File: src/hdl/rglim_pkg.sv
`timescale 1ns / 1ps
// ----------------------------------------------------------------------------
// rglim_pkg
// Shared types and constants for the ramped gain soft limiter.
// ----------------------------------------------------------------------------
package rglim_pkg;

   localparam int SAMPLE_W = 24;
   localparam int OUT_W    = 22;
   localparam int GAIN_W   = 18;
   localparam int LEN_W    = 13;
   localparam int CC_W     = 4;
   localparam int CSR_IDX_W  = 2;
   localparam int CSR_DATA_W = 4;

   localparam logic [CSR_IDX_W-1:0] CSR_CHANNEL_COUNT   = 2'd0;
   localparam logic [CSR_IDX_W-1:0] CSR_PASSTHROUGH     = 2'd1;
   localparam logic [CSR_IDX_W-1:0] CSR_LEVELING_ENABLE = 2'd2;

   localparam logic [GAIN_W-1:0] UNITY_GAIN = 18'd65536;
   localparam logic [25:0] ONE_Q20    = 26'd1048576;
   localparam logic [25:0] KNEE_START = 26'd996147;
   localparam logic [15:0] KNEE_SPAN  = 16'd52429;
   localparam logic [29:0] X_LIMIT    = 30'd2621440;
   localparam logic [25:0] PADE_15    = 26'd15728640;

   // shared divider sizing
   localparam int DIV_NUM_W = 48;
   localparam int DIV_DEN_W = 26;
   localparam int DIV_Q_W   = 24;
   localparam int DIV_CNT_W = 5;

   typedef struct packed {
      logic                passthrough;
      logic                leveling;
      logic                negative;
      logic [SAMPLE_W-1:0] magnitude;
      logic [GAIN_W-1:0]   start_gain;
      logic [GAIN_W-1:0]   target_gain;
      logic [LEN_W-1:0]    ramp_length;
      logic [LEN_W-1:0]    frame_position;
      logic                block_last;
   } work_type;

   typedef struct packed {
      logic                 start;
      logic [DIV_NUM_W-1:0] numerator;
      logic [DIV_DEN_W-1:0] denominator;
   } div_req_type;

   typedef struct packed {
      logic               done;
      logic [DIV_Q_W-1:0] quotient;
   } div_rsp_type;

endpackage

File: src/hdl/rglim_front.sv
`timescale 1ns / 1ps
// ----------------------------------------------------------------------------
// rglim_front
// Takes transactions, tracks block and frame position, latches block gains.
// ----------------------------------------------------------------------------
module rglim_front #(
   parameter int MAX_BLOCK_FRAMES = 4096,
   parameter int MAX_CHANNELS     = 8
) (
   input  logic                                 clock,
   input  logic                                 reset,
   input  logic                                 accept,
   input  logic signed [rglim_pkg::SAMPLE_W-1:0] sample_in,
   input  logic [rglim_pkg::GAIN_W-1:0]          target_gain,
   input  logic [rglim_pkg::LEN_W-1:0]           block_frames,
   input  logic                                 csr_write_enable,
   input  logic [rglim_pkg::CSR_IDX_W-1:0]       csr_index,
   input  logic [rglim_pkg::CSR_DATA_W-1:0]      csr_write_data,
   output rglim_pkg::work_type                   work
);

   localparam int CPOS_W = (MAX_CHANNELS > 1) ? $clog2(MAX_CHANNELS) : 1;
   localparam logic [rglim_pkg::CC_W-1:0] MAX_CC =
      (MAX_CHANNELS > 15) ? 4'd15 : rglim_pkg::CC_W'(MAX_CHANNELS);
   localparam logic [rglim_pkg::LEN_W-1:0] MAX_LEN =
      (MAX_BLOCK_FRAMES > 8191) ? 13'd8191 : rglim_pkg::LEN_W'(MAX_BLOCK_FRAMES);

   logic [rglim_pkg::CC_W-1:0]   channel_count_ff;
   logic                         passthrough_ff;
   logic                         leveling_ff;
   logic [rglim_pkg::GAIN_W-1:0] previous_gain_ff, previous_gain_in;
   logic [rglim_pkg::GAIN_W-1:0] start_gain_ff, start_gain_in;
   logic [rglim_pkg::GAIN_W-1:0] target_gain_ff, target_gain_in;
   logic [rglim_pkg::LEN_W-1:0]  length_ff, length_in;
   logic [rglim_pkg::LEN_W-1:0]  frame_ff, frame_in;
   logic [CPOS_W-1:0]            chan_ff, chan_in;

   logic [rglim_pkg::CC_W-1:0]     chans;
   logic [rglim_pkg::LEN_W-1:0]    len_new;
   logic                           block_start;
   logic                           frame_end;
   logic                           last;
   logic [rglim_pkg::SAMPLE_W-1:0] raw;

   always_comb begin
      raw = sample_in;
      if (channel_count_ff == '0) begin
         chans = 4'd1;
      end else if (channel_count_ff > MAX_CC) begin
         chans = MAX_CC;
      end else begin
         chans = channel_count_ff;
      end
      if (block_frames == '0) begin
         len_new = 13'd1;
      end else if (block_frames > MAX_LEN) begin
         len_new = MAX_LEN;
      end else begin
         len_new = block_frames;
      end
      block_start = (frame_ff == '0) && (chan_ff == '0);
      previous_gain_in = previous_gain_ff;
      start_gain_in    = start_gain_ff;
      target_gain_in   = target_gain_ff;
      length_in        = length_ff;
      if (block_start) begin
         start_gain_in  = previous_gain_ff;
         target_gain_in = target_gain;
         length_in      = len_new;
         if (leveling_ff) begin
            previous_gain_in = target_gain;
         end
      end
      frame_end = (5'(chan_ff) + 5'd1) >= 5'(chans);
      last      = 1'b0;
      chan_in   = chan_ff + 1'b1;
      frame_in  = frame_ff;
      if (frame_end) begin
         chan_in = '0;
         if ((14'(frame_ff) + 14'd1) >= 14'(length_in)) begin
            frame_in = '0;
            last     = 1'b1;
         end else begin
            frame_in = frame_ff + 1'b1;
         end
      end

      work.passthrough    = passthrough_ff;
      work.leveling       = leveling_ff;
      work.negative       = raw[rglim_pkg::SAMPLE_W-1];
      work.magnitude      = raw[rglim_pkg::SAMPLE_W-1] ? (~raw + 1'b1) : raw;
      work.start_gain     = start_gain_in;
      work.target_gain    = target_gain_in;
      work.ramp_length    = length_in;
      work.frame_position = frame_ff;
      work.block_last     = last & ~passthrough_ff;
   end

   always_ff @(posedge clock) begin
      if (reset) begin
         channel_count_ff <= 4'd2;
         passthrough_ff   <= 1'b0;
         leveling_ff      <= 1'b1;
         previous_gain_ff <= rglim_pkg::UNITY_GAIN;
         start_gain_ff    <= rglim_pkg::UNITY_GAIN;
         target_gain_ff   <= rglim_pkg::UNITY_GAIN;
         length_ff        <= '0;
         frame_ff         <= '0;
         chan_ff          <= '0;
      end else begin
         if (csr_write_enable) begin
            case (csr_index)
               rglim_pkg::CSR_CHANNEL_COUNT:   channel_count_ff <= csr_write_data;
               rglim_pkg::CSR_PASSTHROUGH:     passthrough_ff   <= csr_write_data[0];
               rglim_pkg::CSR_LEVELING_ENABLE: leveling_ff      <= csr_write_data[0];
               default: ;
            endcase
         end
         if (accept && !passthrough_ff) begin
            previous_gain_ff <= previous_gain_in;
            start_gain_ff    <= start_gain_in;
            target_gain_ff   <= target_gain_in;
            length_ff        <= length_in;
            frame_ff         <= frame_in;
            chan_ff          <= chan_in;
         end
      end
   end

endmodule

File: config.mk
export PLATFORM = sky130hd
export DESIGN_NAME = rglim_front
export DESIGN_NICKNAME = d
export VERILOG_FILES = /design/src/hdl/rglim_pkg.sv /design/src/hdl/rglim_front.sv
export SDC_FILE = /design/constraint.sdc
export NUM_CORES = 1
export LEC_CHECK = 0
export ABC_CLOCK_PERIOD_IN_PS = 3600
export BUFFER_PORTS_ARGS = -buffer_cell sky130_fd_sc_hd__buf_2
export CORE_MARGIN = 5
export CORE_UTILIZATION = 50
export CTS_CLUSTER_DIAMETER = 50
export DETAILED_ROUTE_END_ITERATION = 10
export PLACE_DENSITY = 0.78
export REMOVE_ABC_BUFFERS = 1
export SLEW_MARGIN = 0
export SYNTH_ARGS = -nofsm -noshare
export SYNTH_HDL_FRONTEND = slang
export SYNTH_SLANG_ARGS = --single-unit
File: constraint.sdc
create_clock -name clock -period 3.6 [get_ports clock]
set_input_delay 0.18 -clock clock [delete_from_list [all_inputs] [get_ports clock]]
set_output_delay 0.18 -clock clock [all_outputs]
set_load 0.01 [all_outputs]
-- After elaboration in Yosys (flattened, before gate mapping)
Index checks and enable logic that the tools add are counted.
- bits in registers: 89
- bits of input ports: 65
- output and inout bits: 90
- add/subtract/negate cells: 5
- order comparisons: 4
- equal/unequal tests: 2
- mux-type cells: 12
- bitwise gates (word level): 3
- reductions and logical operators: 13
- operators by type and width (operator ; count):
    13-bit 2-to-1 mux ; 4
    18-bit 2-to-1 mux ; 2
    13-bit logical NOT ; 2
    24-bit by 1-bit adder with 24-bit output, second input constant ; 1
    24-bit 2-to-1 mux ; 1
    24-bit NOT ; 1
    13-bit by 1-bit adder with 14-bit output, second input constant ; 1
    14-bit by 13-bit greater-or-equal comparator with 1-bit output ; 1
    13-bit by 1-bit adder with 13-bit output, second input constant ; 1
    13-bit > comparator, second input constant ; 1
    4-bit 2-to-1 mux ; 2
    2-bit AND reduction ; 4
    3-bit by 1-bit adder with 4-bit output, second input constant ; 1
    4-bit greater-or-equal comparator ; 1
    4-bit > comparator, second input constant ; 1
    4-bit logical NOT ; 1
    3-bit by 1-bit adder with 3-bit output, second input constant ; 1
    3-bit logical NOT ; 1
    3-bit 2-to-1 mux ; 1
    3-bit AND reduction ; 1
    2-bit by 1-bit equality test with 1-bit output, second input constant ; 1
    2-bit equality test, second input constant ; 1
    1-bit logical AND ; 2
    2-bit logical NOT ; 1
    4 further kinds ; 5

-- Logic depth before layout (Yosys ltp)
Gate-level depths: netlist of the first run.
- word-level depth: 8
- mapped depth: 14
- depth with buffers taken out: 12

-- Least setup slack after synthesis of the first run
No wires, ideal clock.
- path kind: register -> register
- start: register frame_ff[0] (netlist bit)
- end: register frame_ff[11] (netlist bit)
- setup time: 0.061 ns
- data arrival time: 3.275 ns
- data required time: 3.539 ns
- path slack: 0.264 ns
- cell stages (with the launch flop): 14
- path buffers: 2
- clock period less this slack: 3.336 ns
- path through: dfxtp_1 -> inv_1 -> ha_1 -> nor4b_1 -> nand4_1 -> buf_2 -> clkbuf_1 -> mux2_2 -> ha_1 -> nor3b_1 -> o21ai_0 -> a311oi_4 -> and2_1 -> a32o_1
- RTL lines (element ; RTL line ; source):
    start: declaration ; rglim_front.sv:35 ; logic [rglim_pkg::LEN_W-1:0] frame_ff, frame_in;
    start signal: assignment ; rglim_front.sv:124 ; frame_ff <= frame_in;

==> metrics.cfg, run 1 <==
[grt]
grt_max_degree=74
antenna_found_initial=0
grt_pass1_wl_um=23220
grt_pass1_vias=4787
grt-ovfl-total=0
grt_use_total_pct=22.37

[clock_tree]
cts-root-buf=clkbuf_8
clock_path_buffers=2
postCtsHoldBufs=0
cts.htree.levels=3
path_clk_slew_ns=0.09
cts_tree=built
clk_latency_ns=0.36
numCtsBuffers=9
cts.sinks=89

[synthesis]
yosys_warnings=0
ys_seq_area_share_pct=34.81
synth_edf_count=0
synthCells=625
ys.flop_type=dfxtp_1
synth_xor_area_share_pct=5.647
synth_top_cell_area_share_pct=34.81
yosys.area_share.simple_pct=26.03
syn_area_mm2=0.005119
ys_top_cells_by_area=dfxtp_1 (35%), mux2_2 (8.1%), nor2_1 (7.8%)
synth_top_family_by_area=simple AND/OR/NAND/NOR gates
synth_compound_area_share_pct=13.10
yosys_register_bits=89
synth_area_per_cell_um2=8.190
yosysTopAreaCell=dfxtp_1
synth_fa_ha_area_share_pct=5.378
async_reset_ff_share_pct=0
synthMuxAreaShare_pct=9.118
yosysUniqueCellTypes=63

[power_and_ir_drop]
internal_power_mw=1.986
switching_share_pct=35.81
pwr_density_cell_mw_per_mm2=478.5
power.switching_mw=1.108
p_seq_share_pct=36.2
p_leak_nw=2.970
ir_worst_vdd_uv=255.2
power_frac_clock_pct=21.4
combPwrFrac_pct=42.3
finalPower_mw=3.094

[timing]
setup_viol=0
hold_ws_ns=0.03356
timing.final.crit_share_pct=97.55
min_period_ns=3.512
tightestPinTransition_ns=0.9049
finalMaxSlewViolations=0
relSlewSlack_pct=39.67
finClkSkew_ns=0.004605
fmax_mhz=284.8
hold_viol_final=0

[setup_path]
critPathMaxFanout=5
ff2ff_setup_slack_ns=0.23
cp_slowest_cell=dfxtp_4
startpoint_type=flip-flop
critical-path-top-delay-family=buffers and inverters
crit_required_ns=3.42
max_stage_delay_ns=0.37
cp_num_buf_inv=6
crit_path_end_kind=output port
cp_cell_sequence=inv_2 -> ha_2 -> nor4b_4 -> nand4_1 -> buf_6 -> bufbuf_16 -> buf_4 -> a21oi_2 -> ha_2 -> o211ai_1 -> o21ai_2 -> a311oi_4 -> buf_6 -> a21oi_2 -> buf_2
arrival_ns=3.33
criticalPathCategory=reg2out

[floorplan]
floorplan.initialDensity_pct=50.49
fp.coreArea_mm2=0.01014
ios=155
row_count=37
die_area_mm2=0.01236
die_w_um=111.2
fp.dieH_um=111.2

[run_status]
status=completed

[min_path]
hold_path_class=in2reg

[final_layout]
areaGrowthSynthToFinish_pct=26.33
diodes=0
drive_gt1_share_pct=35.00
nNetsFinal=862
n_fill_cell=837

[place]
routabilityCongestion=0.9474
port_buffers=154
hpwl_um=10510

[job]
cap_violations=0

[route]
num_vias=5079
drc=0
drtAntennaViolNets=0
wl_per_cell_um=15.98
wirelength_um=14640
vias_per_cell=5.545
drt_iter0_markers=336
drt-pass1-iter-count=5

[area by class of cell]
cell class / count / area, µm² / share of cell area [%]
multi-input cells: 468 / 3181 / 49.19
flip-flops and latches: 89 / 1792 / 27.71
repair buffers: 178 / 1025 / 15.85
well taps: 136 / 170.2 / 2.632
clock buffers: 11 / 151.4 / 2.341
inverters: 29 / 108.9 / 1.683
clock inverters: 5 / 38.79 / 0.5998
[power by group through the flow]
stage                     sequential, mW  combinational (mW)  clock (mW)
final                               1.12                1.31       0.664
after global routing                1.13                1.41       0.719
after CTS                           1.12                1.23       0.673
after detailed placement            1.14                1.10           0
after global placement              1.14                1.08           0
after floorplan                     1.13               0.713           0
[synth_stat cells (3+ instances only)]
master,number
o211ai_1,3
and3_1,4
nand2b_1,9
a32oi_1,7
buf_4,5
buf_1,5
nor4_1,6
a211oi_1,5
or3_1,4
dfxtp_1,89
mux2_2,37
a32o_1,3
o21ai_0,11
o31ai_1,6
a22oi_1,7
a21oi_1,30
nor2_1,106
buf_2,5
xor2_1,5
nor3b_1,6
ha_1,22
mux2i_1,5
clkbuf_1,21
nand3_1,12
nand2_1,64
nor3_1,39
or4_1,3
xnor2_1,28
buf_6,3
nand4_1,6
inv_1,28
[metal layers]
layer | share of wire, % | wire (µm) | global-route usage (%) | vias up
li1 | - | - | - | 2474
met1 | 42 | 6098 | 26.75 | 2377
met2 | 50 | 7348 | 39.85 | 200
met3 | 6.1 | 897 | 4.258 | 28
met4 | 2.0 | 296 | 7.867 | 0
met5 | 0 | 0 | 0 | -
[tightest hold or removal path, delay by kind of cell]
kind	cells	cell delay [ns]
buffers and inverters	1	0.08
multiplexers	1	0.06
AND/OR/NAND/NOR	1	0.06
[path summary, 6_finish.rpt]
| check | start | endpoint | depth (start not counted) |
|---|---|---|---|
| max | frame_ff[0] | work[0] | 15 |
| min | csr_write_data[1] | channel_count_ff[1] | 3 |
| max reg2reg | frame_ff[0] | frame_ff[11] | 16 |
| min reg2reg | previous_gain_ff[8] | previous_gain_ff[8] | 2 |
[layout by cell type, fill, tap and decap left out, types with 3 or more instances in the layout]
cell type / instances
and3_1: 4
o211ai_1: 3
o21ai_0: 10
a21oi_2: 3
a21oi_1: 27
or4_1: 3
xnor2_1: 28
nand2_1: 64
dfxtp_1: 85
nand3_1: 12
ha_1: 18
buf_4: 18
inv_1: 26
nor3_1: 37
clkbuf_8: 11
nor3b_2: 4
or3_1: 4
mux2i_1: 5
nand2b_1: 8
o31ai_1: 6
a32oi_1: 7
a22oi_1: 6
buf_6: 3
a211oi_1: 5
xor2_1: 5
a32o_1: 3
nand4_1: 6
ha_2: 3
nor2_1: 106
nor4_1: 6
buf_2: 154
mux2_2: 36
[registers in the layout, summed over array words and instances (netlist names)]
name,count
channel_count_ff,4
leveling_ff,1
frame_ff,13
length_ff,13
previous_gain_ff,18
target_gain_ff,18
start_gain_ff,18
chan_ff,3
passthrough_ff,1
[kinds of logic after synthesis]
family                   after synthesis
AND/OR/NAND/NOR                      278
AO/OA/AOI/OAI                         93
flip-flops                            89
buffers and inverters                 68
multiplexers                          42
XOR/XNOR                              33
adder cells (fa/ha/maj)               22
[stage by stage]
| step | utilization [%] | area [µm²] | TNS (ns) | setup slack (ns) | cells |
|---|---|---|---|---|---|
| 5_1_grt | 63.78 | 6466 | -0.07510 | -0.07510 | 916 |
| 3_3_place_gp | 58.67 | 5948 | 0 | 0.3315 | 884 |
| 4_1_cts | 61.90 | 6276 | 0 | 0.01248 | 909 |
| 2_1_floorplan | - | 4925 | -28.42 | -1.611 | 586 |
| 3_5_place_dp | 58.67 | 5948 | 0 | 0.1258 | 884 |
| 6_report | 63.78 | 6466 | 0 | 0.08831 | 916 |
[timing repair]
action | CTS | global route
setup endpoints to repair | 1 | 12
endpoints found under the hold margin | 0 | 0
cloned | 2 | 0
pin swaps | 2 | 6
setup buffers | 7 | 7
gates resized for setup | 6 | 31
No activity file was read; power rests on OpenSTA's default activity.
==> inputs of run 2 (changes only) <==
Settings changed: ABC_CLOCK_PERIOD_IN_PS 3600 to 4100.
Clock period 3.6 ns to 4.1 ns, I/O delays scaled along.
==> metrics.cfg, run 2 (same netlist as run 1, synthesis figures left out) <==
[run_status]
status=completed

[final_layout]
final-seq-area_mm2=0.001782
diodes=0
n_fill_cell=897
reg_top3=previous_gain_ff x18, start_gain_ff x18, target_gain_ff x18
final_cell_mix=buf_2 (154), nor2_1 (106), dfxtp_1 (89)
drive_gt1_share_pct=30.73
areaGrowthSynthToFinish_pct=20.00
final_core_util_pct=60.58
nNetsFinal=850
multi_input_area_mm2=0.003052
mostFrequentLayoutCell=buf_2
stdcell_area_mm2=0.006142

[job]
cap_violations=0

[place]
routabilityCongestion=0.9208
port_buffers=154
hpwl_um=10570
dpl-instance-area_mm2=0.005928

[clock_tree]
numCtsBuffers=9
cts.sinks=89
path_clk_slew_ns=0.09
clk_latency_ns=0.36
clock_path_buffers=2
cts.htree.levels=3
cts-root-buf=clkbuf_8
cts_tree=built

[setup_path]
worstSetupPathDepth=14
max_stage_delay_ns=0.44
startpoint=chan_ff[0]
crit_path_end=work[0]
critPathMaxFanout=8
criticalPathCategory=reg2out
startpoint_type=flip-flop
critical-path-top-delay-family=compound AO/OA/AOI/OAI gates
timing.rr.start=chan_ff[0]
ff2ff_setup_slack_ns=0.28
timing.rr.end=frame_ff[10]
arrival_ns=3.73
cp_slowest_cell=a2111oi_0
ff2ff_path_depth=15
crit_path_end_kind=output port
crit_required_ns=3.89
cp_cell_sequence=inv_1 -> ha_1 -> nor4b_1 -> nand4_1 -> buf_4 -> nor3b_1 -> a21oi_1 -> ha_1 -> a2111oi_0 -> o21ai_0 -> a311oi_4 -> buf_4 -> a21oi_1 -> buf_2
cp_num_buf_inv=4

[floorplan]
floorplan.initialDensity_pct=50.49
row_count=37
die_w_um=111.2
ios=155
fp.dieH_um=111.2
fp.coreArea_mm2=0.01014
die_area_mm2=0.01236

[min_path]
hold_path_class=in2reg
min_from=target_gain[16]

[route]
drt-pass1-iter-count=4
wirelength_um=14180
drc=0
drtAntennaViolNets=0
vias_per_cell=5.548
num_vias=5015
wl_per_cell_um=15.69
drt_iter0_markers=296

[power_and_ir_drop]
combPwrFrac_pct=39.1
finalPower_mw=2.517
ir_worst_vdd_uv=240.6
internal_power_mw=1.590
switching_share_pct=36.81
power.switching_uw=926.3
p_seq_share_pct=39.2
p_leak_nw=2.819
pwr_density_cell_mw_per_mm2=409.8
power_frac_clock_pct=21.7

[timing]
tightestPinTransition_ns=0.9280
setup_viol=0
finalMaxSlewViolations=0
relSlewSlack_pct=38.00
finClkSkew_ns=0.009439
hold_ws_ns=0.07147
timing.final.crit_share_pct=96.01
min_period_ns=3.936
hold_viol_final=0
fmax_mhz=254.0
rsz0062_at_grt=false

[grt]
grt_pass1_wl_um=22870
grt_max_degree=50
grt_use_total_pct=22.00
grt_pass1_vias=4764
antenna_found_initial=0
grt-ovfl-total=0

==> run 2: cell types whose count changed in the layout (fill, tap and decap cells not counted), sizes merged <==
cell	before	now
buf	176	166
bufbuf	2	0
clkbuf	11	10
clkinv	4	5
clkinvlp	1	0
inv	29	30
==> run 2: worst min-delay path, delay by kind of cell <==
family	cells	cell delay (ns)
buffers and inverters	1	0.09
AND/OR/NAND/NOR	2	0.10
==> run 2: worst min-delay path by stage <==
| stage | endpoint | cells past startpoint | slack (ns) |
|---|---|---|---|
| 2_1_floorplan | frame_ff[2] | 1 | 0.27 |
| 3_3_place_gp | channel_count_ff[1] | 3 | 0.43 |
| 3_5_place_dp | previous_gain_ff[16] | 3 | 0.44 |
| 4_1_cts | previous_gain_ff[16] | 3 | 0.06 |
| 5_1_grt | previous_gain_ff[16] | 3 | 0.07 |
| 6_report | previous_gain_ff[16] | 3 | 0.07 |
==> run 2: final cells by class <==
class | count | share of cell area [%]
timing repair buffer | 166 | 14.02
inverter | 29 | 1.772
multi-input combinational | 468 | 49.68
tap | 136 | 2.770
clock inverter | 6 | 0.6722
sequential | 89 | 29.01
clock buffer | 10 | 2.078
==> run 2: power groups by stage <==
stage | Combinational, mW | Sequential [mW] | Clock, mW
5_1_grt | 1.08 | 0.995 | 0.595
3_3_place_gp | 0.937 | 0.998 | 0
3_5_place_dp | 0.959 | 1.01 | 0
2_1_floorplan | 0.626 | 0.994 | 0
4_1_cts | 0.963 | 0.985 | 0.555
6_report | 0.984 | 0.985 | 0.547
==> run 2: per-layer routing <==
layer	routed length [µm]	share of wire, %	global-route usage (%)	up-vias
met4	276	1.9	6.975	0
met5	0	0	0	-
li1	-	-	-	2448
met1	5940	42	25.79	2358
met3	929	6.6	5.022	26
met2	7034	50	39.57	183
==> run 2: metrics by stage <==
stage          cells  TNS [ns]  worst slack [ns]
3_5_place_dp     883         0            0.3262
3_3_place_gp     883         0            0.5915
5_1_grt          904         0           0.01544
2_1_floorplan    586    -14.87            -1.111
6_report         904         0            0.1635
4_1_cts          899         0           0.03254
==> run 2: what timing repair did <==
| item | 4_1_cts | 5_1_grt |
|---|---|---|
| hold buffers | 0 | 0 |
| buffers inserted | 0 | 5 |
| setup endpoints to repair | 0 | 1 |
| gates resized for setup | 0 | 1 |
